===== config.mk =====
export PLATFORM = sky130hd
export DESIGN_NAME = sle_emit
export DESIGN_NICKNAME = d
export VERILOG_FILES = /design/src/rtl/core/sle_pkg.sv /design/src/rtl/core/sle_emit.sv
export SDC_FILE = /design/constraint.sdc
export NUM_CORES = 1
export LEC_CHECK = 0
export BUFFER_PORTS_ARGS = -buffer_cell sky130_fd_sc_hd__buf_2
export CAP_MARGIN = 20
export CORE_MARGIN = 5
export CORE_UTILIZATION = 52
export CTS_CLUSTER_SIZE = 16
export DETAILED_ROUTE_END_ITERATION = 10
export PLACE_DENSITY = 0.85
export SLEW_MARGIN = 20
export SYNTH_ARGS = -nofsm -noshare
export SYNTH_HDL_FRONTEND = slang
export SYNTH_SLANG_ARGS = --single-unit

===== constraint.sdc =====
create_clock -name clk -period 4.41 [get_ports clk]
set_input_delay 0.882 -clock clk [delete_from_list [all_inputs] [get_ports clk]]
set_output_delay 0.882 -clock clk [all_outputs]
set_load 0.01 [all_outputs]

===== src/rtl/core/sle_pkg.sv =====
// ----------------------------------------------------------------------------
// sle_pkg
// Shared types and constants of the serial line editor: item codes, character
// codes, register map and the result descriptor passed between stages.
// ----------------------------------------------------------------------------
package sle_pkg;

	// Default size of the line store in bytes
	localparam int unsigned LINE_LEN_DEF = 1024;

	// Field widths
	localparam int unsigned BYTE_W  = 8;
	localparam int unsigned INDEX_W = 10;
	localparam int unsigned LEN_W   = 10;
	localparam int unsigned SLOTS   = 3;
	localparam int unsigned CNT_W   = 2;

	// Stream packing: tdata holds the byte and the index / length
	localparam int unsigned TDATA_W = 24;

	// Character codes
	localparam logic [BYTE_W-1:0] CH_BS = 8'h08;
	localparam logic [BYTE_W-1:0] CH_CR = 8'h0D;
	localparam logic [BYTE_W-1:0] CH_LF = 8'h0A;
	localparam logic [BYTE_W-1:0] CH_SP = 8'h20;

	// Register map (register index taken from paddr[2])
	localparam int unsigned PADDR_W  = 3;
	localparam logic        REG_ECHO = 1'b0;
	localparam logic        REG_EOL  = 1'b1;

	// End-of-line echo modes
	localparam logic [1:0] EOL_CRLF = 2'd0;
	localparam logic [1:0] EOL_LF   = 2'd1;
	localparam logic [1:0] EOL_CR   = 2'd2;

	// Input item codes
	typedef enum logic [1:0] {
		OP_RX      = 2'd0,
		OP_READ    = 2'd1,
		OP_RELEASE = 2'd2
	} op_t;

	// Result item kinds
	typedef enum logic [1:0] {
		KIND_ECHO = 2'd0,
		KIND_LINE = 2'd1,
		KIND_READ = 2'd2
	} kind_t;

	// Results caused by one input item
	typedef struct packed {
		logic [CNT_W-1:0]             count;
		kind_t [SLOTS-1:0]            kinds;
		logic [SLOTS-1:0][BYTE_W-1:0] bytes;
		logic [LEN_W-1:0]             length;
		logic                         rd_zero;
	} res_desc_t;

endpackage


===== src/rtl/core/sle_emit.sv =====
// ----------------------------------------------------------------------------
// sle_emit
// Result register: holds the results of one item and presents them one per
// cycle on the output stream while out_ready is high, marking the final one.
// ----------------------------------------------------------------------------
module sle_emit (
	input  logic                         clk,
	input  logic                         arst_n,
	// From the editor
	input  logic                         desc_valid,
	input  sle_pkg::res_desc_t           desc,
	output logic                         take_ok,
	input  logic [sle_pkg::BYTE_W-1:0]   rd_byte,
	// Result output
	output logic                         out_valid,
	input  logic                         out_ready,
	output sle_pkg::kind_t               out_kind,
	output logic [sle_pkg::BYTE_W-1:0]   out_byte,
	output logic [sle_pkg::LEN_W-1:0]    out_length,
	output logic                         out_last
);

	import sle_pkg::*;

	logic             valid_s2;
	res_desc_t        desc_s2;
	logic [CNT_W-1:0] cnt_q;
	logic             fire;

	assign out_valid = valid_s2;
	assign out_kind  = desc_s2.kinds[cnt_q];
	assign out_last  = (cnt_q == desc_s2.count - CNT_W'(1));
	assign fire      = valid_s2 && out_ready;
	assign take_ok   = !valid_s2 || (out_ready && out_last);

	// Select the byte and length of the current result
	always_comb begin
		out_byte   = '0;
		out_length = '0;
		case (out_kind)
			KIND_ECHO: out_byte = desc_s2.bytes[cnt_q];
			KIND_LINE: out_length = desc_s2.length;
			KIND_READ: out_byte = desc_s2.rd_zero ? '0 : rd_byte;
			default:   out_byte = '0;
		endcase
	end

	// Advance through the results, load the next item's list
	always_ff @(posedge clk or negedge arst_n) begin
		if (!arst_n) begin
			valid_s2 <= 1'b0;
			cnt_q    <= '0;
		end else begin
			if (take_ok) begin
				valid_s2 <= desc_valid;
				cnt_q    <= '0;
			end else if (fire) begin
				cnt_q <= cnt_q + CNT_W'(1);
			end
		end
	end

	always_ff @(posedge clk) begin
		if (take_ok && desc_valid) begin
			desc_s2 <= desc;
		end
	end

`ifndef ASSERT_OFF
	a_count_nonzero: assert property (@(posedge clk) disable iff (!arst_n)
		valid_s2 |-> desc_s2.count != '0)
		else $error("empty result list held");

	a_cnt_in_range: assert property (@(posedge clk) disable iff (!arst_n)
		valid_s2 |-> cnt_q < desc_s2.count)
		else $error("result counter past list");

	a_step: assert property (@(posedge clk) disable iff (!arst_n)
		fire && !out_last |=> valid_s2 && cnt_q == $past(cnt_q) + CNT_W'(1))
		else $error("result counter did not advance");
`endif

endmodule


==> flow_summary.yaml <==
status:
  status: "finished clean"
routing:
  drt_pass1_iterations: 6
  drc: 0
  routedWlPerCell_um: 16.3
  viasPerCell: 5.02
  postRouteAntennaNets: 0
  vias: 1254
  drt_iter0_drc: 89
  wirelength_mm: 4.07
floorplan:
  core_um2: 3690
  dieArea_um2: 5170
  die-width_um: 71.9
  io_pins: 78
  rows: 22
  initial_utilization: 0.540
  die_h_um: 71.9
timing:
  slew_viol_final: 0
  clock_skew_ps: 5.91
  rsz0062_at_grt: "no"
  setup_viol: 0
  hold_violations: 0
  min_period_over_period: 0.801
  max_clock_freq_ghz: 0.283
  finalSetupTns_ps: 0
  slew_headroom: 0.356
  post-route-min-period_ps: 3530
  tightest_slew_ps: 966
power:
  p_leak_nw: 1.04
  p_sw_mw: 0.470
  p_total_mw: 1.39
  power.share.clock: 0.185
  internal-power_mw: 0.917
  combinationalPowerShare: 0.383
  peakVddDrop_v: 0.000308
  seqPwrFrac: 0.433
  powerDensity_nw_per_um2: 559
  sw_frac_of_total: 0.339
setup_path:
  max_stage_delay_ps: 750
  crit_type: "flop to output port"
  worstPathRequired_ps: 3530
  cp-start-kind: "flop"
  cpMaxStageDelayCell: "nor2b_1"
  endpoint_kind: "output port"
  path_cells: "nor2b_1 -> o2bb2ai_2 -> mux2i_1 -> nor2_1 -> buf_2"
  critPathMaxFanout: 16
  critical_path_arrival_ps: 2650
clock_network:
  ctsResizeCount: 0
  h-tree-depth: 2
  root_buffer: "clkbuf_8"
  cts_tree: "done"
  clock_sinks: 46
  cts_hold_buf: 0
  clk_path_buf_depth: 2
  clk_pin_slew_ps: 80
  insertion_delay_ps: 290
  post_cts_buffers: 0
  cts_made_buffers: 5
grt:
  grt_start_max_net_pins: 44
  grt_usage: 0.164
  grt_pass1_vias: 1378
  gr-total-overflow: 0
  grt_pass1_wl_mm: 6.30
  grt_antenna_before_repair: 0
synthesis:
  syn_area_per_cell_um2: 16.5
  yosysUniqueCellTypes: 20
  netlist_top_cells_area: "edfxtp_1 65%, mux2i_1 9.6%, dfrtp_1 3.8%"
  yosysSeqAreaShare: 0.686
  synth_edf_count: 43
  yosysTopAreaCell: "edfxtp_1"
  synth_warnings: 0
  yosys_most_used_dff: "edfxtp_1"
  syn_nets: 176
  netlist_area_um2: 1990
  async_reset_ff_frac: 0.0652
  yosysTopAreaCellShare: 0.649
  synth_cells: 121
  ys_ff_latch: 46
layout:
  fin_area_um2: 2480
  nNetsFinal: 256
  drive_gt1_frac: 0.480
  antenna_cells: 0
  final_common_cell: "buf_2"
  final_cell_mix: "77 x buf_2, 43 x edfxtp_1, 19 x mux2i_1, 10 x and2_1, 9 x nor2_1"
  area.growth.synth_to_final_pct: 24.7
placed_design:
  place_area_um2: 2390
  io_buffers: 77
  gp_congestion: 0.762
min_path:
  hp-class: "primary input to async pin"
run:
  drv_cap: 0
-- cells in the mapped netlist (2+ instances only) --
cell type and count:
and2_1 11, nor2b_1 2, nand2b_1 3, buf_6 4, xnor2_1 2, mux2i_1 19, o2bb2ai_1 8, edfxtp_1 43
dfrtp_1 3, and2b_2 8, nor2_1 9
-- worst max-delay path: cells and delay by family, from the launching register on --
kind                   cells  cell delay (ps)
AND/OR/NAND/NOR            2              820
flip-flops                 1              690
AO/OA/AOI/OAI              1              410
multiplexers               1              280
buffers and inverters      1              160
-- final cells by class --
type                       count  area [um^2]
clock buffer                   8         90.1
fill                         269         1210
inverter                       1         3.75
multi-input combinational     69          569
sequential                    46         1370
tap                           48         60.1
timing repair buffer          78          393
-- power by group through the flow --
| stage | registers, mW | logic [mW] | clock network (mW) |
|---|---|---|---|
| 2_1_floorplan | 0.588 | 0.401 | 0 |
| 3_3_place_gp | 0.605 | 0.512 | 0 |
| 3_5_place_dp | 0.609 | 0.533 | 0 |
| 4_1_cts | 0.599 | 0.536 | 0.262 |
| 5_1_grt | 0.608 | 0.576 | 0.283 |
| 6_report | 0.600 | 0.531 | 0.256 |
-- registers in the layout, indices dropped and copies added (netlist names) --
signal,count
cnt_q,2
out_valid,1
desc_s2,43
-- metal layers --
layer | part of all wire | global-route usage
met3 | 0.052 | 0.0463
met5 | 0 | 0
met2 | 0.56 | 0.292
met4 | 0.034 | 0.0898
met1 | 0.36 | 0.173
-- path summary, 6_finish.rpt --
| path | from | endpoint | slack, ps | depth (start not counted) |
|---|---|---|---|---|
| min in group clk | out_valid$_DFFE_PN0P_ | cnt_q[0]$_DFFE_PN0P_ | 610 | 1 |
| setup reg to reg | cnt_q[1]$_DFFE_PN0P_ | desc_s2[32]$_DFFE_PP_ | 1890 | 5 |
| hold reg to reg | out_valid$_DFFE_PN0P_ | cnt_q[0]$_DFFE_PN0P_ | 610 | 1 |
| max in group asynchronous | arst_n | cnt_q[0]$_DFFE_PN0P_ | 3920 | 1 |
| setup / recovery | cnt_q[0]$_DFFE_PN0P_ | out_byte[7] | 880 | 5 |
| hold / removal | arst_n | out_valid$_DFFE_PN0P_ | 370 | 1 |
-- kinds of logic (layout without fill, tap and decap cells) --
kind of cell	after synthesis	after routing	share of synthesized area
mux	19	19	0.0955
xor+xnor	2	2	0.00880
flops	46	46	0.686
compound gates	14	14	0.0717
buf+inv	6	87	0.0283
simple gates	34	34	0.109
-- through the flow --
| step | cells | util | setup WS [ps] | hold slack (ps) |
|---|---|---|---|---|
| after global placement | 242 | 0.649 | 1370 | 541 |
| after CTS | 250 | 0.673 | 876 | 370 |
| final | 250 | 0.673 | 880 | 372 |
| after global routing | 250 | 0.673 | 695 | 362 |
| after floorplan | 121 | - | 1710 | 557 |
| after detailed placement | 242 | 0.649 | 1210 | 583 |
(Power assumes the default switching activity.)
