==> src/rtl/core/sle_pkg.sv <==
// ----------------------------------------------------------------------------
// sle_pkg
// Shared types and constants of the serial line editor: item codes, character
// codes, register map and the result descriptor passed between stages.
// ----------------------------------------------------------------------------
package sle_pkg;

	// Default size of the line store in bytes
	localparam int unsigned LINE_LEN_DEF = 1024;

	// Field widths
	localparam int unsigned BYTE_W  = 8;
	localparam int unsigned INDEX_W = 10;
	localparam int unsigned LEN_W   = 10;
	localparam int unsigned SLOTS   = 3;
	localparam int unsigned CNT_W   = 2;

	// Stream packing: tdata holds the byte and the index / length
	localparam int unsigned TDATA_W = 24;

	// Character codes
	localparam logic [BYTE_W-1:0] CH_BS = 8'h08;
	localparam logic [BYTE_W-1:0] CH_CR = 8'h0D;
	localparam logic [BYTE_W-1:0] CH_LF = 8'h0A;
	localparam logic [BYTE_W-1:0] CH_SP = 8'h20;

	// Register map (register index taken from paddr[2])
	localparam int unsigned PADDR_W  = 3;
	localparam logic        REG_ECHO = 1'b0;
	localparam logic        REG_EOL  = 1'b1;

	// End-of-line echo modes
	localparam logic [1:0] EOL_CRLF = 2'd0;
	localparam logic [1:0] EOL_LF   = 2'd1;
	localparam logic [1:0] EOL_CR   = 2'd2;

	// Input item codes
	typedef enum logic [1:0] {
		OP_RX      = 2'd0,
		OP_READ    = 2'd1,
		OP_RELEASE = 2'd2
	} op_t;

	// Result item kinds
	typedef enum logic [1:0] {
		KIND_ECHO = 2'd0,
		KIND_LINE = 2'd1,
		KIND_READ = 2'd2
	} kind_t;

	// Results caused by one input item
	typedef struct packed {
		logic [CNT_W-1:0]             count;
		kind_t [SLOTS-1:0]            kinds;
		logic [SLOTS-1:0][BYTE_W-1:0] bytes;
		logic [LEN_W-1:0]             length;
		logic                         rd_zero;
	} res_desc_t;

endpackage

==> src/rtl/core/sle_edit.sv <==
// ----------------------------------------------------------------------------
// sle_edit
// Input register and line editing: holds one item, applies it to the line
// state and store, and hands the results it causes to the emitter.
// ----------------------------------------------------------------------------
module sle_edit #(
	parameter int unsigned LINE_LEN = sle_pkg::LINE_LEN_DEF
) (
	input  logic                          clk,
	input  logic                          arst_n,
	// Item input
	input  logic                          in_valid,
	output logic                          in_ready,
	input  sle_pkg::op_t                  in_op,
	input  logic [sle_pkg::BYTE_W-1:0]    in_byte,
	input  logic [sle_pkg::INDEX_W-1:0]   in_index,
	// Configuration
	input  logic                          echo_en,
	input  logic [1:0]                    eol_mode,
	// Emitter side
	input  logic                          take_ok,
	output logic                          desc_valid,
	output sle_pkg::res_desc_t            desc,
	// Line store ports
	output logic                          mem_we,
	output logic [$clog2(LINE_LEN)-1:0]   mem_waddr,
	output logic [sle_pkg::BYTE_W-1:0]    mem_wdata,
	output logic                          mem_re,
	output logic [$clog2(LINE_LEN)-1:0]   mem_raddr
);

	import sle_pkg::*;

	localparam int unsigned ADDR_W = $clog2(LINE_LEN);
	localparam int unsigned WI_W   = $clog2(LINE_LEN + 1);
	localparam int unsigned CMP_W  = ((ADDR_W > INDEX_W) ? ADDR_W : INDEX_W) + 1;

	// Stage 1 item register
	logic               valid_s1;
	op_t                op_s1;
	logic [BYTE_W-1:0]  byte_s1;
	logic [INDEX_W-1:0] index_s1;

	// Line state
	logic [WI_W-1:0]   wi_q;
	logic              ready_q;
	logic [ADDR_W-1:0] held_q;

	logic [WI_W-1:0]   wi_d;
	logic              ready_d;
	logic [ADDR_W-1:0] held_d;
	logic              adv;
	logic              not_full;
	logic [WI_W-1:0]   wi_inc;
	logic [CMP_W-1:0]  index_ext;
	logic [CMP_W-1:0]  held_ext;
	logic [CMP_W-1:0]  held_new_ext;
	res_desc_t         desc_d;

	assign adv      = valid_s1 && take_ok;
	assign in_ready = !valid_s1 || adv;

	assign not_full  = (wi_q < WI_W'(LINE_LEN));
	assign wi_inc    = not_full ? (wi_q + WI_W'(1)) : wi_q;
	assign index_ext = CMP_W'(index_s1);
	assign held_ext  = CMP_W'(held_q);

	// Store writes and reads happen once, as the item leaves stage 1
	assign mem_waddr = wi_q[ADDR_W-1:0];
	assign mem_wdata = byte_s1;
	assign mem_raddr = index_ext[ADDR_W-1:0];
	assign mem_re    = adv && (op_s1 == OP_READ);
	assign mem_we    = adv && (op_s1 == OP_RX) && !ready_q && (byte_s1 != CH_BS) && not_full;

	// Edit the line and build the result list
	always_comb begin
		wi_d         = wi_q;
		ready_d      = ready_q;
		held_d       = held_q;
		held_new_ext = CMP_W'(wi_inc - WI_W'(1));
		desc_d       = '0;
		case (op_s1)
			OP_READ: begin
				desc_d.count    = CNT_W'(1);
				desc_d.kinds[0] = KIND_READ;
				desc_d.rd_zero  = !(index_ext < held_ext);
			end
			OP_RELEASE: begin
				ready_d = 1'b0;
				wi_d    = '0;
			end
			OP_RX: begin
				if (!ready_q) begin
					if (byte_s1 == CH_BS) begin
						if (wi_q != '0) begin
							wi_d = wi_q - WI_W'(1);
						end
						if (echo_en) begin
							desc_d.count    = CNT_W'(3);
							desc_d.kinds[0] = KIND_ECHO;
							desc_d.kinds[1] = KIND_ECHO;
							desc_d.kinds[2] = KIND_ECHO;
							desc_d.bytes[0] = CH_BS;
							desc_d.bytes[1] = CH_SP;
							desc_d.bytes[2] = CH_BS;
						end
					end else if (byte_s1 == CH_CR || byte_s1 == CH_LF) begin
						wi_d    = wi_inc;
						ready_d = 1'b1;
						if (wi_inc == '0) begin
							held_new_ext = '0;
						end
						held_d = held_new_ext[ADDR_W-1:0];
						if (!echo_en) begin
							desc_d.count    = CNT_W'(1);
							desc_d.kinds[0] = KIND_LINE;
							desc_d.length   = held_new_ext[LEN_W-1:0];
						end else if (eol_mode == EOL_LF || eol_mode == EOL_CR) begin
							desc_d.count    = CNT_W'(2);
							desc_d.kinds[0] = KIND_ECHO;
							desc_d.bytes[0] = (eol_mode == EOL_LF) ? CH_LF : CH_CR;
							desc_d.kinds[1] = KIND_LINE;
							desc_d.length   = held_new_ext[LEN_W-1:0];
						end else begin
							desc_d.count    = CNT_W'(3);
							desc_d.kinds[0] = KIND_ECHO;
							desc_d.bytes[0] = CH_CR;
							desc_d.kinds[1] = KIND_ECHO;
							desc_d.bytes[1] = CH_LF;
							desc_d.kinds[2] = KIND_LINE;
							desc_d.length   = held_new_ext[LEN_W-1:0];
						end
					end else begin
						wi_d = wi_inc;
						if (echo_en) begin
							desc_d.count    = CNT_W'(1);
							desc_d.kinds[0] = KIND_ECHO;
							desc_d.bytes[0] = byte_s1;
						end
					end
				end
			end
			default: begin
				desc_d = '0;
			end
		endcase
	end

	assign desc       = desc_d;
	assign desc_valid = adv && (desc_d.count != '0);

	// Hold stage 1 valid and line state
	always_ff @(posedge clk or negedge arst_n) begin
		if (!arst_n) begin
			valid_s1 <= 1'b0;
			wi_q     <= '0;
			ready_q  <= 1'b0;
			held_q   <= '0;
		end else begin
			if (in_ready) begin
				valid_s1 <= in_valid;
			end
			if (adv) begin
				wi_q    <= wi_d;
				ready_q <= ready_d;
				held_q  <= held_d;
			end
		end
	end

	// Capture the item payload
	always_ff @(posedge clk) begin
		if (in_ready && in_valid) begin
			op_s1    <= in_op;
			byte_s1  <= in_byte;
			index_s1 <= in_index;
		end
	end

`ifndef ASSERT_OFF
	a_wi_bound: assert property (@(posedge clk) disable iff (!arst_n)
		wi_q <= WI_W'(LINE_LEN))
		else $error("write index past line size");

	a_release_clears: assert property (@(posedge clk) disable iff (!arst_n)
		adv && op_s1 == OP_RELEASE |=> !ready_q && wi_q == '0)
		else $error("release did not clear line state");

	a_ready_drops: assert property (@(posedge clk) disable iff (!arst_n)
		adv && op_s1 == OP_RX && ready_q |-> !mem_we && !desc_valid)
		else $error("byte not dropped while line ready");
`endif

endmodule

==> config.mk <==
export PLATFORM = sky130hd
export DESIGN_NAME = sle_edit
export DESIGN_NICKNAME = d
export VERILOG_FILES = /design/src/rtl/core/sle_pkg.sv /design/src/rtl/core/sle_edit.sv
export SDC_FILE = /design/constraint.sdc
export NUM_CORES = 1
export LEC_CHECK = 0
export ABC_CLOCK_PERIOD_IN_PS = 5400
export BUFFER_PORTS_ARGS = -buffer_cell sky130_fd_sc_hd__buf_2
export CAP_MARGIN = 15
export CORE_ASPECT_RATIO = 0.5
export CORE_UTILIZATION = 47
export CTS_BUF_LIST = sky130_fd_sc_hd__clkbuf_8 sky130_fd_sc_hd__clkbuf_16
export DETAILED_ROUTE_END_ITERATION = 6
export PLACE_DENSITY = 0.85
export SYNTH_ARGS = -nofsm -noshare
export SYNTH_HDL_FRONTEND = slang
export SYNTH_SLANG_ARGS = --single-unit
==> constraint.sdc <==
create_clock -name clk -period 5.4 [get_ports clk]
set_input_delay 0.54 -clock clk [delete_from_list [all_inputs] [get_ports clk]]
set_output_delay 0.54 -clock clk [all_outputs]
set_load 0.05 [all_outputs]
==> results.yml <==
floorplanning:
  fp.dieH_um: 58.9
  die_x_um: 116
  boundaryPins: 102
  initial_utilization: 0.495
  die_area_mm2: 0.00683
  core-area_mm2: 0.00616
  row_count: 20
cts:
  clock_slew_seen_by_the_registers_of_the_worst_setup_and_hold_paths_ns: 0.06
  tritoncts: "built"
  cts_sinks: 43
  cts_resized: 0
  postCtsSetupRepairBufs: 0
  cts.root.buffer_cell: "sky130_fd_sc_hd__clkbuf_16"
  cts-htree-levels: 2
  cts_made_buffers: 5
  cts_hold_buf: 0
  clk-insertion-delay-late_ns: 0.29
  cts-root-to-sink-buffers: 2
routing:
  wl_per_cell_um: 13.6
  drt.antenna.violating_nets: 0
  dr.first_iter.drc_count: 258
  drt_pre_antenna_iters: 5
  avgViaCountPerCell: 5.27
  route.detailed.drc: 0
  vias: 2612
  drt-total-wl_mm: 6.76
power:
  ir_drop_mv: 0.155
  fin_total_pwr_mw: 0.977
  power.leakage_nw: 1.66
  power_density_mw_per_mm2: 277
place:
  io_buffer_count: 87
  detailedPlace.worstSlack_ns: 2.10
  gp_congestion: 0.908
  placed_cells_incl_taps: 489
  hpwl_detailed_mm: 5.14
global_routing:
  grt_pass1_wl_mm: 10.5
  grt_start_max_net_pins: 24
  grt_use_total: 0.206
  globalRouteOverflowTotal: 0
  initial_antenna_violation_count: 0
  first_global_vias: 2280
setup_path:
  cp_max_fo: 18
  crit_path_start_kind: "flop"
  regToRegEndpoint: "wi_q[4]$_DFFE_PN0P_"
  critPathCaptureType: "primary output"
  r2r_setup_slk_ns: 2.62
  worstPathRequired_ns: 4.86
  worst_r2r_path_depth: 7
  critical_path_class: "flop to primary output"
  timing.rr.start: "mem_wdata[7]$_DFFE_PP_"
  critical_path_arrival_ns: 3.13
job:
  cap_viol_max_count: 0
yosys:
  primary_ff_master_synth: "sky130_fd_sc_hd__dfrtp_1"
  post_synth_fa_ha_maj_area_fraction: 0.0616
  sequential_element_share_of_the_synthesized_area: 0.386
  syn-mean-instance-area_um2: 8.94
  synth-seq-cells: 43
  async_reset_ff_frac: 0.535
  synth_cell_type_count: 53
  largest_family_of_logic_cells_by_synthesized_area: "simple AND/OR/NAND/NOR gates"
  ys_warn_count: 0
  post_synth_instance_area_mm2: 0.00305
  post_synth_xor_area_fraction: 0.0460
  post_synth_mux_area_share: 0.0238
  post_synth_and_or_nand_nor_area_fraction: 0.241
  synthesis.instances: 341
  synth_enable_flop_cells: 20
  synth-compound-area-share: 0.129
cells_and_area:
  count_of_placed_standard_cells_in_the_final_layout_fillers_left_out: 496
  insertedDiodeCount: 0
  post_route_cells_drive_above_1_share: 0.265
  nets: 450
  flow.area_growth_from_synthesis_pct: 15.9
  nFillCells: 536
  fin_util: 0.574
timing:
  setup_ws_final_ns: 1.73
  rsz0062_at_grt: "false"
  fmax_mhz: 272
  worst_pin_slew_ns: 0.973
  timing_hold_violations_final: 0
  clock-skew-final_ns: 0.00198
  timing.final.crit_period_ns: 3.67
  fin_tns_setup_ns: 0
  final-setup-viol-count: 0
  period_share: 0.680
  timing_max_transition_violations_final: 0
  relSlewSlack: 0.351
hold_path:
  tightest_hold_check_type: "input pin to asynchronous set/reset pin"
outcome:
  run_status: "finished clean"
==> layer usage <==
metal / vias up / track usage / routed length [um]
met3: 7 / 0.0669 / 624
met2: 96 / 0.333 / 3140
met4: 0 / 0.0842 / 67
met5: - / 0 / 0
met1: 1220 / 0.257 / 2920
li1: 1289 / - / -
==> area by class of cell <==
class | instances | area, um^2 | area share
Tap cell | 88 | 110 | 0.0312
Inverter | 17 | 63.8 | 0.0181
Multi-Input combinational cell | 253 | 1580 | 0.448
Sequential cell | 43 | 1180 | 0.333
Clock buffer | 5 | 125 | 0.0354
Clock inverter | 2 | 33.8 | 0.00956
Timing Repair Buffer | 88 | 443 | 0.125
==> report_power, final <==
group          leakage [nW]  internal (mW)  total, mW  switching, mW
Clock                0.0811          0.214      0.337          0.123
Sequential            0.506          0.361      0.384         0.0230
Combinational          1.07         0.0735      0.257          0.184
==> kinds of logic (layout without fill, tap and decap cells) <==
kind of cell	after synthesis	in the layout
AND/OR/NAND/NOR	137	137
AO/OA/AOI/OAI	64	64
buffers and inverters	58	112
flip-flops	43	43
XOR/XNOR	16	16
adder cells (fa/ha/maj)	15	15
multiplexers	7	7
other	1	14
==> flip-flops by register name, summed over array words and instances (netlist names) <==
register	cells
wi_q	11
held_q	10
mem_raddr	10
mem_wdata	8
op_s1	2
ready_q	1
valid_s1	1
==> cells in the mapped netlist, types with 2 or more instances <==
| cell type | number | area [um^2] |
|---|---|---|
| sky130_fd_sc_hd__nand4_1 | 2 | 12.5 |
| sky130_fd_sc_hd__dfrtp_1 | 23 | 576 |
| sky130_fd_sc_hd__xnor2_1 | 9 | 78.8 |
| sky130_fd_sc_hd__o21ai_0 | 20 | 100 |
| sky130_fd_sc_hd__mux2_2 | 2 | 22.5 |
| sky130_fd_sc_hd__buf_1 | 2 | 7.51 |
| sky130_fd_sc_hd__mux2i_1 | 5 | 50.1 |
| sky130_fd_sc_hd__nor3_1 | 8 | 40.0 |
| sky130_fd_sc_hd__o31ai_1 | 11 | 82.6 |
| sky130_fd_sc_hd__buf_2 | 6 | 30.0 |
| sky130_fd_sc_hd__nand3_1 | 13 | 65.1 |
| sky130_fd_sc_hd__nor3b_1 | 2 | 15.0 |
| sky130_fd_sc_hd__inv_1 | 17 | 63.8 |
| sky130_fd_sc_hd__nand3b_1 | 2 | 15.0 |
| sky130_fd_sc_hd__and2_1 | 5 | 31.3 |
| sky130_fd_sc_hd__nand2_1 | 34 | 128 |
| sky130_fd_sc_hd__nor2_1 | 37 | 139 |
| sky130_fd_sc_hd__edfxtp_1 | 20 | 601 |
| sky130_fd_sc_hd__ha_1 | 15 | 188 |
| sky130_fd_sc_hd__nor2b_1 | 4 | 25.0 |
| sky130_fd_sc_hd__a211oi_1 | 2 | 15.0 |
| sky130_fd_sc_hd__a21oi_1 | 13 | 65.1 |
| sky130_fd_sc_hd__o211ai_1 | 3 | 22.5 |
| sky130_fd_sc_hd__clkbuf_1 | 3 | 11.3 |
| sky130_fd_sc_hd__a31oi_1 | 6 | 37.5 |
| sky130_fd_sc_hd__xor2_1 | 7 | 61.3 |
| sky130_fd_sc_hd__buf_4 | 28 | 210 |
| sky130_fd_sc_hd__a21o_1 | 3 | 22.5 |
| sky130_fd_sc_hd__nor4b_2 | 2 | 30.0 |
| sky130_fd_sc_hd__nor4_1 | 4 | 25.0 |
| sky130_fd_sc_hd__nand2b_1 | 6 | 37.5 |
| sky130_fd_sc_hd__and3_1 | 6 | 37.5 |
==> layout by cell type (no fill, tap or decap), types with 2 or more instances in the layout <==
master | synthesis | routed
sky130_fd_sc_hd__a21o_1 | 3 | 3
sky130_fd_sc_hd__nor4_1 | 4 | 4
sky130_fd_sc_hd__inv_1 | 17 | 18
sky130_fd_sc_hd__nor2_1 | 37 | 37
sky130_fd_sc_hd__mux2_2 | 2 | 2
sky130_fd_sc_hd__nand2_1 | 34 | 34
sky130_fd_sc_hd__and2_1 | 5 | 5
sky130_fd_sc_hd__buf_2 | 6 | 87
sky130_fd_sc_hd__dfrtp_1 | 23 | 23
sky130_fd_sc_hd__mux2i_1 | 5 | 5
sky130_fd_sc_hd__o211ai_1 | 3 | 3
sky130_fd_sc_hd__nand3_1 | 13 | 13
sky130_fd_sc_hd__edfxtp_1 | 20 | 20
sky130_fd_sc_hd__conb_1 | 1 | 14
sky130_fd_sc_hd__nor3b_1 | 2 | 2
sky130_fd_sc_hd__and3_1 | 6 | 6
sky130_fd_sc_hd__a31oi_1 | 6 | 6
sky130_fd_sc_hd__ha_1 | 15 | 15
sky130_fd_sc_hd__xor2_1 | 7 | 7
sky130_fd_sc_hd__xnor2_1 | 9 | 9
sky130_fd_sc_hd__nand4_1 | 2 | 2
sky130_fd_sc_hd__o21ai_0 | 20 | 20
sky130_fd_sc_hd__o31ai_1 | 11 | 11
sky130_fd_sc_hd__clkbuf_16 | 0 | 5
sky130_fd_sc_hd__nand2b_1 | 6 | 6
sky130_fd_sc_hd__nor3_1 | 8 | 8
sky130_fd_sc_hd__nor2b_1 | 4 | 4
sky130_fd_sc_hd__nand3b_1 | 2 | 2
sky130_fd_sc_hd__nor4b_2 | 2 | 2
sky130_fd_sc_hd__a211oi_1 | 2 | 2
sky130_fd_sc_hd__a21oi_1 | 13 | 13
==> per-stage QoR <==
stage,cell area (um^2),hold WS [ns]
2_1_floorplan,3100,0.244
3_3_place_gp,3370,0.466
3_5_place_dp,3370,0.468
4_1_cts,3530,0.240
5_1_grt,3530,0.271
6_report,3530,0.226
==> critical path, stage by stage, from the launching register on <==
cell	delay [ns]
sky130_fd_sc_hd__dfrtp_1	0.70
sky130_fd_sc_hd__nand4b_4	0.29
sky130_fd_sc_hd__xor2_1	0.38
sky130_fd_sc_hd__nand4_1	0.22
sky130_fd_sc_hd__a21oi_2	0.19
sky130_fd_sc_hd__and3_1	0.37
sky130_fd_sc_hd__or2_1	0.35
sky130_fd_sc_hd__nor2_1	0.11
sky130_fd_sc_hd__buf_2	0.22
==> worst max path at each step <==
stage | start | slack, ns | cells after the start | endpoint
2_1_floorplan | mem_wdata[6]$_DFFE_PP_ | 1.98 | 5 | desc[13]
3_3_place_gp | wi_q[0]$_DFFE_PN0P_ | 2.22 | 10 | desc[5]
3_5_place_dp | wi_q[0]$_DFFE_PN0P_ | 2.10 | 10 | desc[7]
4_1_cts | wi_q[0]$_DFFE_PN0P_ | 1.78 | 10 | desc[7]
5_1_grt | wi_q[10]$_DFFE_PN0P_ | 1.54 | 8 | desc[10]
6_report | wi_q[10]$_DFFE_PN0P_ | 1.73 | 8 | desc[7]
Power figures use the tool's default switching activity.
